File: src/rtl/zrpe_pkg.sv
package zrpe_pkg;

  // Geometry
  localparam int MAX_SIDE      = 64;
  localparam int TABLE_ENTRIES = 16;
  localparam int PIX_CAP       = MAX_SIDE * MAX_SIDE;
  localparam int PIX_CAP_CLIP  = (PIX_CAP > 8191) ? 8191 : PIX_CAP;
  localparam logic [12:0] PIX_CAP13 = 13'(PIX_CAP_CLIP);

  // Configuration register indexes
  localparam logic [1:0] REG_COMPACT    = 2'd0;
  localparam logic [1:0] REG_PIXELS     = 2'd1;
  localparam logic [1:0] REG_REMAP_LOW  = 2'd2;
  localparam logic [1:0] REG_REMAP_HIGH = 2'd3;

  localparam logic [12:0] PIXELS_RESET = 13'd4096;

  // Result status codes
  localparam logic [1:0] STAT_OK        = 2'd0;
  localparam logic [1:0] STAT_SHORT     = 2'd1;
  localparam logic [1:0] STAT_OVERFLOW  = 2'd2;
  localparam logic [1:0] STAT_BAD_INDEX = 2'd3;

  typedef struct packed {
    logic [7:0] stream_byte;
    logic       first_byte;
    logic       last_byte;
  } code_t;

  typedef struct packed {
    logic [7:0] pixel_value;
    logic [7:0] run_length;
    logic       shape_done;
    logic [1:0] status;
  } run_t;

  // What the front decided a byte means
  typedef enum logic [2:0] {
    KIND_LITERAL,
    KIND_RUN,
    KIND_MARKER,
    KIND_NULL_COUNT,
    KIND_BAD_INDEX
  } kind_t;

  typedef struct packed {
    kind_t      kind;
    logic [7:0] value;   // pixel for literals, count for runs
    logic       first;
    logic       last;
  } cmd_t;

endpackage

File: src/rtl/zrpe_front.sv
module zrpe_front
  import zrpe_pkg::*;
(
  input  logic        clk,
  input  logic        rst,
  input  logic        accept,
  input  code_t       code,
  input  logic        compact_mode,
  input  logic [63:0] remap_low,
  input  logic [63:0] remap_high,
  output cmd_t        cmd
);

  logic       awaiting;
  logic       awaiting_eff;
  logic       awaiting_next;
  logic [63:0] word;
  logic [7:0] mapped;

  assign awaiting_eff = code.first_byte ? 1'b0 : awaiting;

  // Colour table pick: bit 3 picks the word, bits 2:0 the byte
  assign word   = code.stream_byte[3] ? remap_high : remap_low;
  assign mapped = word[{code.stream_byte[2:0], 3'b000} +: 8];

  always_comb begin
    cmd.first = code.first_byte;
    cmd.last  = code.last_byte;
    cmd.value = code.stream_byte;
    awaiting_next = 1'b0;
    if (awaiting_eff) begin
      cmd.kind = (code.stream_byte == 8'd0) ? KIND_NULL_COUNT : KIND_RUN;
    end else if (code.stream_byte == 8'd0) begin
      cmd.kind      = KIND_MARKER;
      awaiting_next = 1'b1;
    end else if (compact_mode) begin
      if (code.stream_byte[7:4] != 4'd0) begin
        cmd.kind = KIND_BAD_INDEX;
      end else begin
        cmd.kind  = KIND_LITERAL;
        cmd.value = mapped;
      end
    end else begin
      cmd.kind = KIND_LITERAL;
    end
  end

  // Once a shape has finished this flag may drift; the next first byte clears it.
  always_ff @(posedge clk) begin
    if (rst) begin
      awaiting <= 1'b0;
    end else if (accept) begin
      awaiting <= awaiting_next;
    end
  end

endmodule

File: src/rtl/zrpe_queue.sv
module zrpe_queue
  import zrpe_pkg::*;
(
  input  logic clk,
  input  logic rst,
  input  logic push,
  input  cmd_t push_cmd,
  output logic full,
  output logic avail,
  input  logic pop,
  output cmd_t head
);

  cmd_t       slots [2];
  logic       wr_ptr;
  logic       rd_ptr;
  logic [1:0] count;

  assign full  = (count == 2'd2);
  assign avail = (count != 2'd0);
  assign head  = slots[rd_ptr];

  always_ff @(posedge clk) begin
    if (push) begin
      slots[wr_ptr] <= push_cmd;
    end
  end

  always_ff @(posedge clk) begin
    if (rst) begin
      wr_ptr <= 1'b0;
      rd_ptr <= 1'b0;
      count  <= 2'd0;
    end else begin
      if (push) wr_ptr <= ~wr_ptr;
      if (pop)  rd_ptr <= ~rd_ptr;
      unique case ({push, pop})
        2'b10:   count <= count + 2'd1;
        2'b01:   count <= count - 2'd1;
        default: count <= count;
      endcase
    end
  end

endmodule

File: src/rtl/zrpe_back.sv
module zrpe_back
  import zrpe_pkg::*;
(
  input  logic        clk,
  input  logic        rst,
  input  logic        avail,
  input  cmd_t        cmd,
  output logic        pop,
  input  logic [12:0] pixel_count,
  output logic        run_valid,
  input  logic        run_stall,
  output run_t        run_data
);

  logic        finished;
  logic        finished_next;
  logic [12:0] emitted;
  logic [12:0] emitted_next;
  logic        finished_eff;
  logic [12:0] emitted_eff;
  logic [12:0] total;
  logic [7:0]  len;
  logic [13:0] sum;
  logic        has_res;
  run_t        res;

  assign pop = avail && (!run_valid || !run_stall);

  assign finished_eff = cmd.first ? 1'b0 : finished;
  assign emitted_eff  = cmd.first ? 13'd0 : emitted;
  assign total        = (pixel_count > PIX_CAP13) ? PIX_CAP13 : pixel_count;
  assign len          = (cmd.kind == KIND_LITERAL) ? 8'd1 : cmd.value;
  assign sum          = {1'b0, emitted_eff} + {6'd0, len};

  always_comb begin
    has_res          = 1'b0;
    res.pixel_value  = 8'd0;
    res.run_length   = 8'd0;
    res.shape_done   = 1'b1;
    res.status       = STAT_OK;
    emitted_next     = emitted_eff;
    if (!finished_eff) begin
      unique case (cmd.kind)
        KIND_MARKER, KIND_NULL_COUNT: begin
          if (cmd.last) begin
            has_res    = 1'b1;
            res.status = STAT_SHORT;
          end
        end
        KIND_BAD_INDEX: begin
          has_res    = 1'b1;
          res.status = STAT_BAD_INDEX;
        end
        KIND_LITERAL, KIND_RUN: begin
          has_res = 1'b1;
          if (sum > {1'b0, total}) begin
            res.status = STAT_OVERFLOW;
          end else begin
            emitted_next = sum[12:0];
            if (sum == {1'b0, total}) begin
              res.pixel_value = (cmd.kind == KIND_LITERAL) ? cmd.value : 8'd0;
              res.run_length  = len;
            end else if (cmd.last) begin
              res.status = STAT_SHORT;
            end else begin
              res.pixel_value = (cmd.kind == KIND_LITERAL) ? cmd.value : 8'd0;
              res.run_length  = len;
              res.shape_done  = 1'b0;
            end
          end
        end
        default: begin
          has_res = 1'b0;
        end
      endcase
    end
    finished_next = finished_eff | (has_res & res.shape_done);
  end

  always_ff @(posedge clk) begin
    if (rst) begin
      finished  <= 1'b1;
      emitted   <= 13'd0;
      run_valid <= 1'b0;
    end else if (pop) begin
      finished  <= finished_next;
      emitted   <= emitted_next;
      run_valid <= has_res;
    end else if (!run_stall) begin
      run_valid <= 1'b0;
    end
  end

  always_ff @(posedge clk) begin
    if (pop) begin
      run_data <= res;
    end
  end

endmodule

File: src/rtl/zero_run_pixel_expander.sv
// Path: an accepted request goes through the command queue into the output register.
// Throughput: one coded byte per cycle while run_stall is low, set by the back end's
//   combinational add/compare on the pixel counter; the two-entry command queue lets
//   the front take up to two more requests while one finished run waits on run_stall.
// Reset (rst, synchronous, active high): config back to defaults (pixel_count 4096,
//   table zero, compact off), queue empty, shape marked finished until a first byte.
module zero_run_pixel_expander
  import zrpe_pkg::*;
(
  input  logic        clk,
  input  logic        rst,
  // coded byte requests
  input  logic        code_valid,
  output logic        code_stall,
  input  code_t       code_data,
  // run results
  output logic        run_valid,
  input  logic        run_stall,
  output run_t        run_data,
  // configuration writes
  input  logic        cfg_valid,
  output logic        cfg_ready,
  input  logic [1:0]  cfg_index,
  input  logic [63:0] cfg_data
);

  logic        compact_mode;
  logic [12:0] pixel_count;
  logic [63:0] remap_low;
  logic [63:0] remap_high;

  logic code_accept;
  cmd_t front_cmd;
  cmd_t head_cmd;
  logic q_full;
  logic q_avail;
  logic q_pop;

  // Register file: always writable; software must write it only while idle (unchecked).
  assign cfg_ready = 1'b1;

  always_ff @(posedge clk) begin
    if (rst) begin
      compact_mode <= 1'b0;
      pixel_count  <= PIXELS_RESET;
      remap_low    <= 64'd0;
      remap_high   <= 64'd0;
    end else if (cfg_valid && cfg_ready) begin
      unique case (cfg_index)
        REG_COMPACT:    compact_mode <= cfg_data[0];
        REG_PIXELS:     pixel_count  <= cfg_data[12:0];
        REG_REMAP_LOW:  remap_low    <= cfg_data;
        REG_REMAP_HIGH: remap_high   <= cfg_data;
        default:        compact_mode <= compact_mode;
      endcase
    end
  end

  // Front takes a request whenever the queue has room.
  assign code_stall  = q_full;
  assign code_accept = code_valid && !code_stall;

  // Front: tracks the zero marker and maps literals through the colour table in compact mode.
  zrpe_front u_front (
    .clk          (clk),
    .rst          (rst),
    .accept       (code_accept),
    .code         (code_data),
    .compact_mode (compact_mode),
    .remap_low    (remap_low),
    .remap_high   (remap_high),
    .cmd          (front_cmd)
  );

  zrpe_queue u_queue (
    .clk      (clk),
    .rst      (rst),
    .push     (code_accept),
    .push_cmd (front_cmd),
    .full     (q_full),
    .avail    (q_avail),
    .pop      (q_pop),
    .head     (head_cmd)
  );

  // Back: pixel accounting, error checks and the output register.
  zrpe_back u_back (
    .clk         (clk),
    .rst         (rst),
    .avail       (q_avail),
    .cmd         (head_cmd),
    .pop         (q_pop),
    .pixel_count (pixel_count),
    .run_valid   (run_valid),
    .run_stall   (run_stall),
    .run_data    (run_data)
  );

endmodule

File: config.mk
export PLATFORM = sky130hd
export DESIGN_NAME = zero_run_pixel_expander
export DESIGN_NICKNAME = d
export VERILOG_FILES = /design/src/rtl/zrpe_pkg.sv /design/src/rtl/zrpe_front.sv /design/src/rtl/zrpe_queue.sv /design/src/rtl/zrpe_back.sv /design/src/rtl/zero_run_pixel_expander.sv
export SDC_FILE = /design/constraint.sdc
export NUM_CORES = 1
export LEC_CHECK = 0
export ABC_AREA = 1
export BUFFER_PORTS_ARGS = -buffer_cell sky130_fd_sc_hd__clkbuf_2
export CAP_MARGIN = 30
export CORE_MARGIN = 4
export CORE_UTILIZATION = 50
export CTS_BUF_LIST = sky130_fd_sc_hd__clkbuf_16
export DETAILED_ROUTE_END_ITERATION = 12
export PLACE_DENSITY = 0.69
export SYNTH_ARGS = -nofsm -noshare
export SYNTH_HDL_FRONTEND = slang
export SYNTH_SLANG_ARGS = --single-unit
File: constraint.sdc
create_clock -name clk -period 8.2 [get_ports clk]
set_input_delay 0.82 -clock clk [delete_from_list [all_inputs] [get_ports clk]]
set_output_delay 0.82 -clock clk [all_outputs]
set_load 0.005 [all_outputs]
# After elaboration in Yosys (flattened, before gate mapping)
# Memories as Yosys holds them, arrays and structs flattened. A register that Yosys moved wholly into a read port is not among the register bits.
# Cells that the tools add are included.
[op_classes]
addsub = 3
magnitude_cmp = 2
eq_ne = 12
shift = 1
n_mux = 40
n_bitwise = 5
n_reduce_logical = 20
[op_table]
columns = ["cell", "n"]
rows = [
  ["13-bit two-way mux", 5],
  ["64-bit two-way mux", 1],
  ["64-bit by 7-bit indexed part select with 8-bit output", 1],
  ["8-bit two-way mux", 6],
  ["3-bit two-way mux", 6],
  ["17-bit two-way mux", 1],
  ["16-bit two-way mux", 1],
  ["1-bit two-way mux", 15],
  ["13-bit by 8-bit adder with 14-bit output", 1],
  ["14-bit by 13-bit equality test with 1-bit output", 1],
  ["14-bit by 13-bit greater-than comparator with 1-bit output", 1],
  ["13-bit greater-than comparator, second input constant", 1],
  ["2-bit equality test, second input constant", 4],
  ["8-bit logical NOT", 1],
  ["2-bit AND reduction", 4],
  ["3-bit by 2-bit equality test with 1-bit output, second input constant", 2],
  ["2-bit case mux with 3 select lines", 1],
  ["3-bit OR reduction", 2],
  ["2-bit by 1-bit equality test with 1-bit output, second input constant", 2],
  ["2-bit two-way mux", 2],
  ["2-bit case mux with 2 select lines", 1],
  ["2-bit nonzero test", 2],
  ["4-bit nonzero test", 1],
  ["2-bit OR reduction", 2],
  ["other kinds (14)", 19],
]
[totals]
register_bits = 181
mem_bits_rw = 26
input_bits = 81
output_inout_bits = 22
wordCells = 99
n_memories = 1
[mem_list]
columns = ["name", "words", "width", "rd", "rd_clocked_by_memory_dff", "wr", "line", "rtl"]
rows = [
  ["u_queue.slots", 2, 13, 1, 1, 1, "zrpe_queue.sv:14", "cmd_t slots [2];"],
]

# Depth between registers and ports, before layout
[depth]
word_depth = 10
ltp_mapped = 35
depth_no_buf = 32

# Cells and area by module
# From an unflattened synthesis, not the netlist that was laid out.
[hier_totals]
cells_unflattened = 1726
area_unflattened_um2 = 11408.4
[by_module_without_submodules]
columns = ["module", "instances", "cells_each", "area_each_um2", "seq_area_each_um2"]
rows = [
  ["zero_run_pixel_expander", 1, 906, 5855.6, 2842.7],
  ["zrpe_back", 1, 380, 2656.3, 870.8],
  ["zrpe_front", 1, 367, 1695.4, 20.0],
  ["zrpe_queue", 1, 73, 1201.2, 880.8],
]

# Worst setup path after synthesis
# OpenSTA, ideal clock, no wires.
[synth_timing]
path_kind = "register to register"
startpoint = "register (tool-made name)"
endpoint = "register u_back.run_data[0] (netlist name)"
setup_ns = 0.146
t_arrival_ns = 3.377
t_required_ns = 8.054
setup_slack_ns = 4.677
path_stages_with_launch = 33
path_buffers = 2
synth_period_minus_slack_ns = 3.523
path_cell_list = "dfxtp_1 > buf_6 > inv_8 > nand2_1 > nand2_2 > nand3_4 > nand2_1 > inv_1 > ha_1 > nand4_1 > nand2_1 > a21oi_1 > nand2_1 > nand2_1 > nor2_1 > nand2_1 > nand2_1 > inv_1 > nor2_1 > xor2_1 > inv_1 > ha_1 > a21o_1 > a21oi_1 > o2111ai_1 > inv_1 > nand2_2 > nand2_4 > nand2_4 > inv_2 > buf_6 > nand3_1 > a21oi_1"

==> qor.yml <==
synthesis:
  async_flop_share: 0
  postSynthCellCount: 1354
  synth_top_area_cell: "dfxtp_1"
  synth.distinct_cells: 44
  synthTopCellsByArea: "dfxtp_1, edfxtp_1, o21ai_0"
  syn-num-nets: 1455
  synthesis.area_sq_um: 10100
  synth_edf_count: 45
  ys_seq_area_frac: 0.458
  ys_ff_latch: 208
  postSynthAreaPerCell_sq_um: 7.44
  yosys_most_used_dff: "dfxtp_1"
  yosysWarnings: 0
  synth_top_area_share: 0.324
critical_path:
  rr_worst_depth: 27
  critical_path_arrival_ns: 4.92
  crit_fanout: 16
  path_buf_inv: 4
  cp_data_required_time_ns: 8.56
  critical_path_depth: 27
  critPathKind: "register to register"
  critPathSlowestCell: "dfxtp_1"
  cp_top_family: "simple AND/OR/NAND/NOR gates"
  critical_path.most_common_cell: "nand2_1"
  critical_path.max_stage_delay_ns: 0.76
  critical_path.endpoint_type: "register"
  startpoint_type: "register"
placement:
  numPortBuffers: 101
  hpwlAfterDp_um: 17600
  gp_congestion: 0.942
grt:
  globalRoute.totalOverflow: 0
  grt_max_degree: 109
  antenna_found_initial: 0
  grt_pass1_wl_um: 42000
  grt_pass1_vias: 8083
  grt_util_all_layers: 0.231
timing:
  worst_slew_pin_slew_ns: 1.02
  finClkSkew_ns: 0.0181
  timing.final.crit_share: 0.557
  fmax_mhz: 219
  tns_ns: 0
  setup_violations: 0
  relSlewSlack: 0.317
  rsz0062_at_grt: "no"
  finalHoldViolCount: 0
  fin_crit_ns: 4.57
  final_max_slew_viol_count: 0
die:
  fp.coreArea_sq_um: 19700
  rows: 51
  ios: 103
  die_y_um: 150
  initial_utilization: 0.513
  die_area_sq_um: 22500
  fp.dieW_um: 150
routing:
  drtIter0Drc: 644
  postRouteAntennaNets: 0
  drtPass1Iterations: 5
  routedWlPerCell_um: 15.4
  postRouteWirelength_um: 26100
  vias: 8959
  drc: 0
  viasPerCell: 5.29
final_layout:
  syn2layout_area_growth_pct: 13.3
  nets: 1514
  drive_above_1_share: 0.132
  n_fill_cell: 1957
  antenna-diode-count: 0
  final_cell_mix: "o21ai_0, nor2_1, dfxtp_1"
  final_common_cell: "o21ai_0"
clock_tree:
  postCtsSetupRepairBufs: 0
  cts_hold_buffers: 0
  cts.clk_slew.worst_paths_ns: 0.06
  cts_root_buf: "clkbuf_16"
  post_cts_resized: 0
  cts-buffers-inserted: 24
  cts_sinks: 208
  cts_buffer_depth: 3
  cts_tree: "built"
  htreeDepth: 1
  clock_latency_ns: 0.52
power:
  p_leak_nw: 4.96
  total_power_w: 0.00329
  peakVddDrop_uv: 165
  powerDensity_nw_per_um2: 288
hold_path:
  hp-class: "register to register"
  min_path_cells: 2
outcome:
  status: "finished, final reports clean"
job:
  max_cap_violations: 0
[cell families after synthesis]
| family | share of synthesized area |
|---|---|
| AO/OA/AOI/OAI | 0.217 |
| XOR/XNOR | 0.0113 |
| adder cells (fa/ha/maj) | 0.0248 |
| buffers and inverters | 0.0959 |
| flip-flops | 0.458 |
| multiplexers | 0.00199 |
| other | 0.000372 |
| AND/OR/NAND/NOR | 0.190 |
[worst reg2reg max path: cells and delay by family, from the launching register on]
family	cells	cell delay [ns]
AO/OA/AOI/OAI	5	0.72
XOR/XNOR	1	0.28
adder cells (fa/ha/maj)	2	0.60
buffers and inverters	4	0.47
flip-flops	1	0.76
AND/OR/NAND/NOR	15	1.60
[registers in the layout, indices dropped and copies added, names as in the netlist, named ones only]
signal / flops
u_queue.count: 2
compact_mode: 1
u_back.run_data: 19
u_back.run_valid: 1
u_back.emitted: 13
pixel_count: 13
remap_high: 64
u_queue.wr_ptr: 1
u_front.awaiting: 1
u_queue.slots: 26
u_back.finished: 1
u_queue.rd_ptr: 1
remap_low: 64
[final timing paths]
kind,startpoint,end,slack (ns)
worst max-delay path,register,u_back.run_data[0]$_SDFFCE_PP0P_,3.63
worst min-delay path,remap_high[26]$_SDFFE_PP0P_,remap_high[26]$_SDFFE_PP0P_,0.44
worst max register to register,register,u_back.run_data[0]$_SDFFCE_PP0P_,3.63
worst min register to register,remap_high[26]$_SDFFE_PP0P_,remap_high[26]$_SDFFE_PP0P_,0.44
[cells in the mapped netlist (3+ instances only)]
cell type,n
o21ai_0,236
nand2_2,10
nor2_1,218
nand3_1,38
nand2_1,148
clkbuf_1,71
a21oi_1,147
nor2_4,5
xor2_1,10
ha_1,20
buf_6,6
inv_1,151
a211oi_1,4
xnor2_1,3
nor4_1,6
dfxtp_1,163
nand4_1,3
inv_2,8
nand3_2,6
nand2_4,3
nor3_1,6
edfxtp_1,45
nor2_2,3
o211ai_1,17
[per-stage QoR]
step	instances	setup WS, ns	utilization	area, sq um	hold slack (ns)
after floorplan	1354	4.68	-	10100	0.420
after global placement	1650	3.78	0.542	10700	0.430
after detailed placement	1652	3.65	0.543	10700	0.436
after CTS	1695	3.63	0.581	11400	0.445
after global routing	1695	3.12	0.581	11400	0.466
final	1695	3.63	0.581	11400	0.444
[layout make-up]
class | instances | area, sq um | area share
Tap cell | 265 | 332 | 0.0290
Clock buffer | 25 | 626 | 0.0548
Clock inverter | 18 | 115 | 0.0101
Multi-Input combinational cell | 904 | 4520 | 0.396
Timing Repair Buffer | 113 | 599 | 0.0525
Inverter | 162 | 617 | 0.0540
Sequential cell | 208 | 4610 | 0.404
[where the power goes]
group          total [W]  internal [W]  leakage [nW]  switching [W]
clock network   0.000996      0.000582         0.385       0.000415
registers        0.00127       0.00120          1.77      0.0000708
logic            0.00102      0.000331          2.80       0.000689
total            0.00329       0.00211          4.96        0.00118
[per-layer routing]
layer / up-vias / global-route usage / share of wire
met5: - / 0 / 0
met4: 0 / 0.0590 / 0.024
met3: 40 / 0.0373 / 0.061
met2: 252 / 0.378 / 0.47
met1: 4083 / 0.319 / 0.45
li1: 4584 / - / -
(Power assumes the default switching activity.)
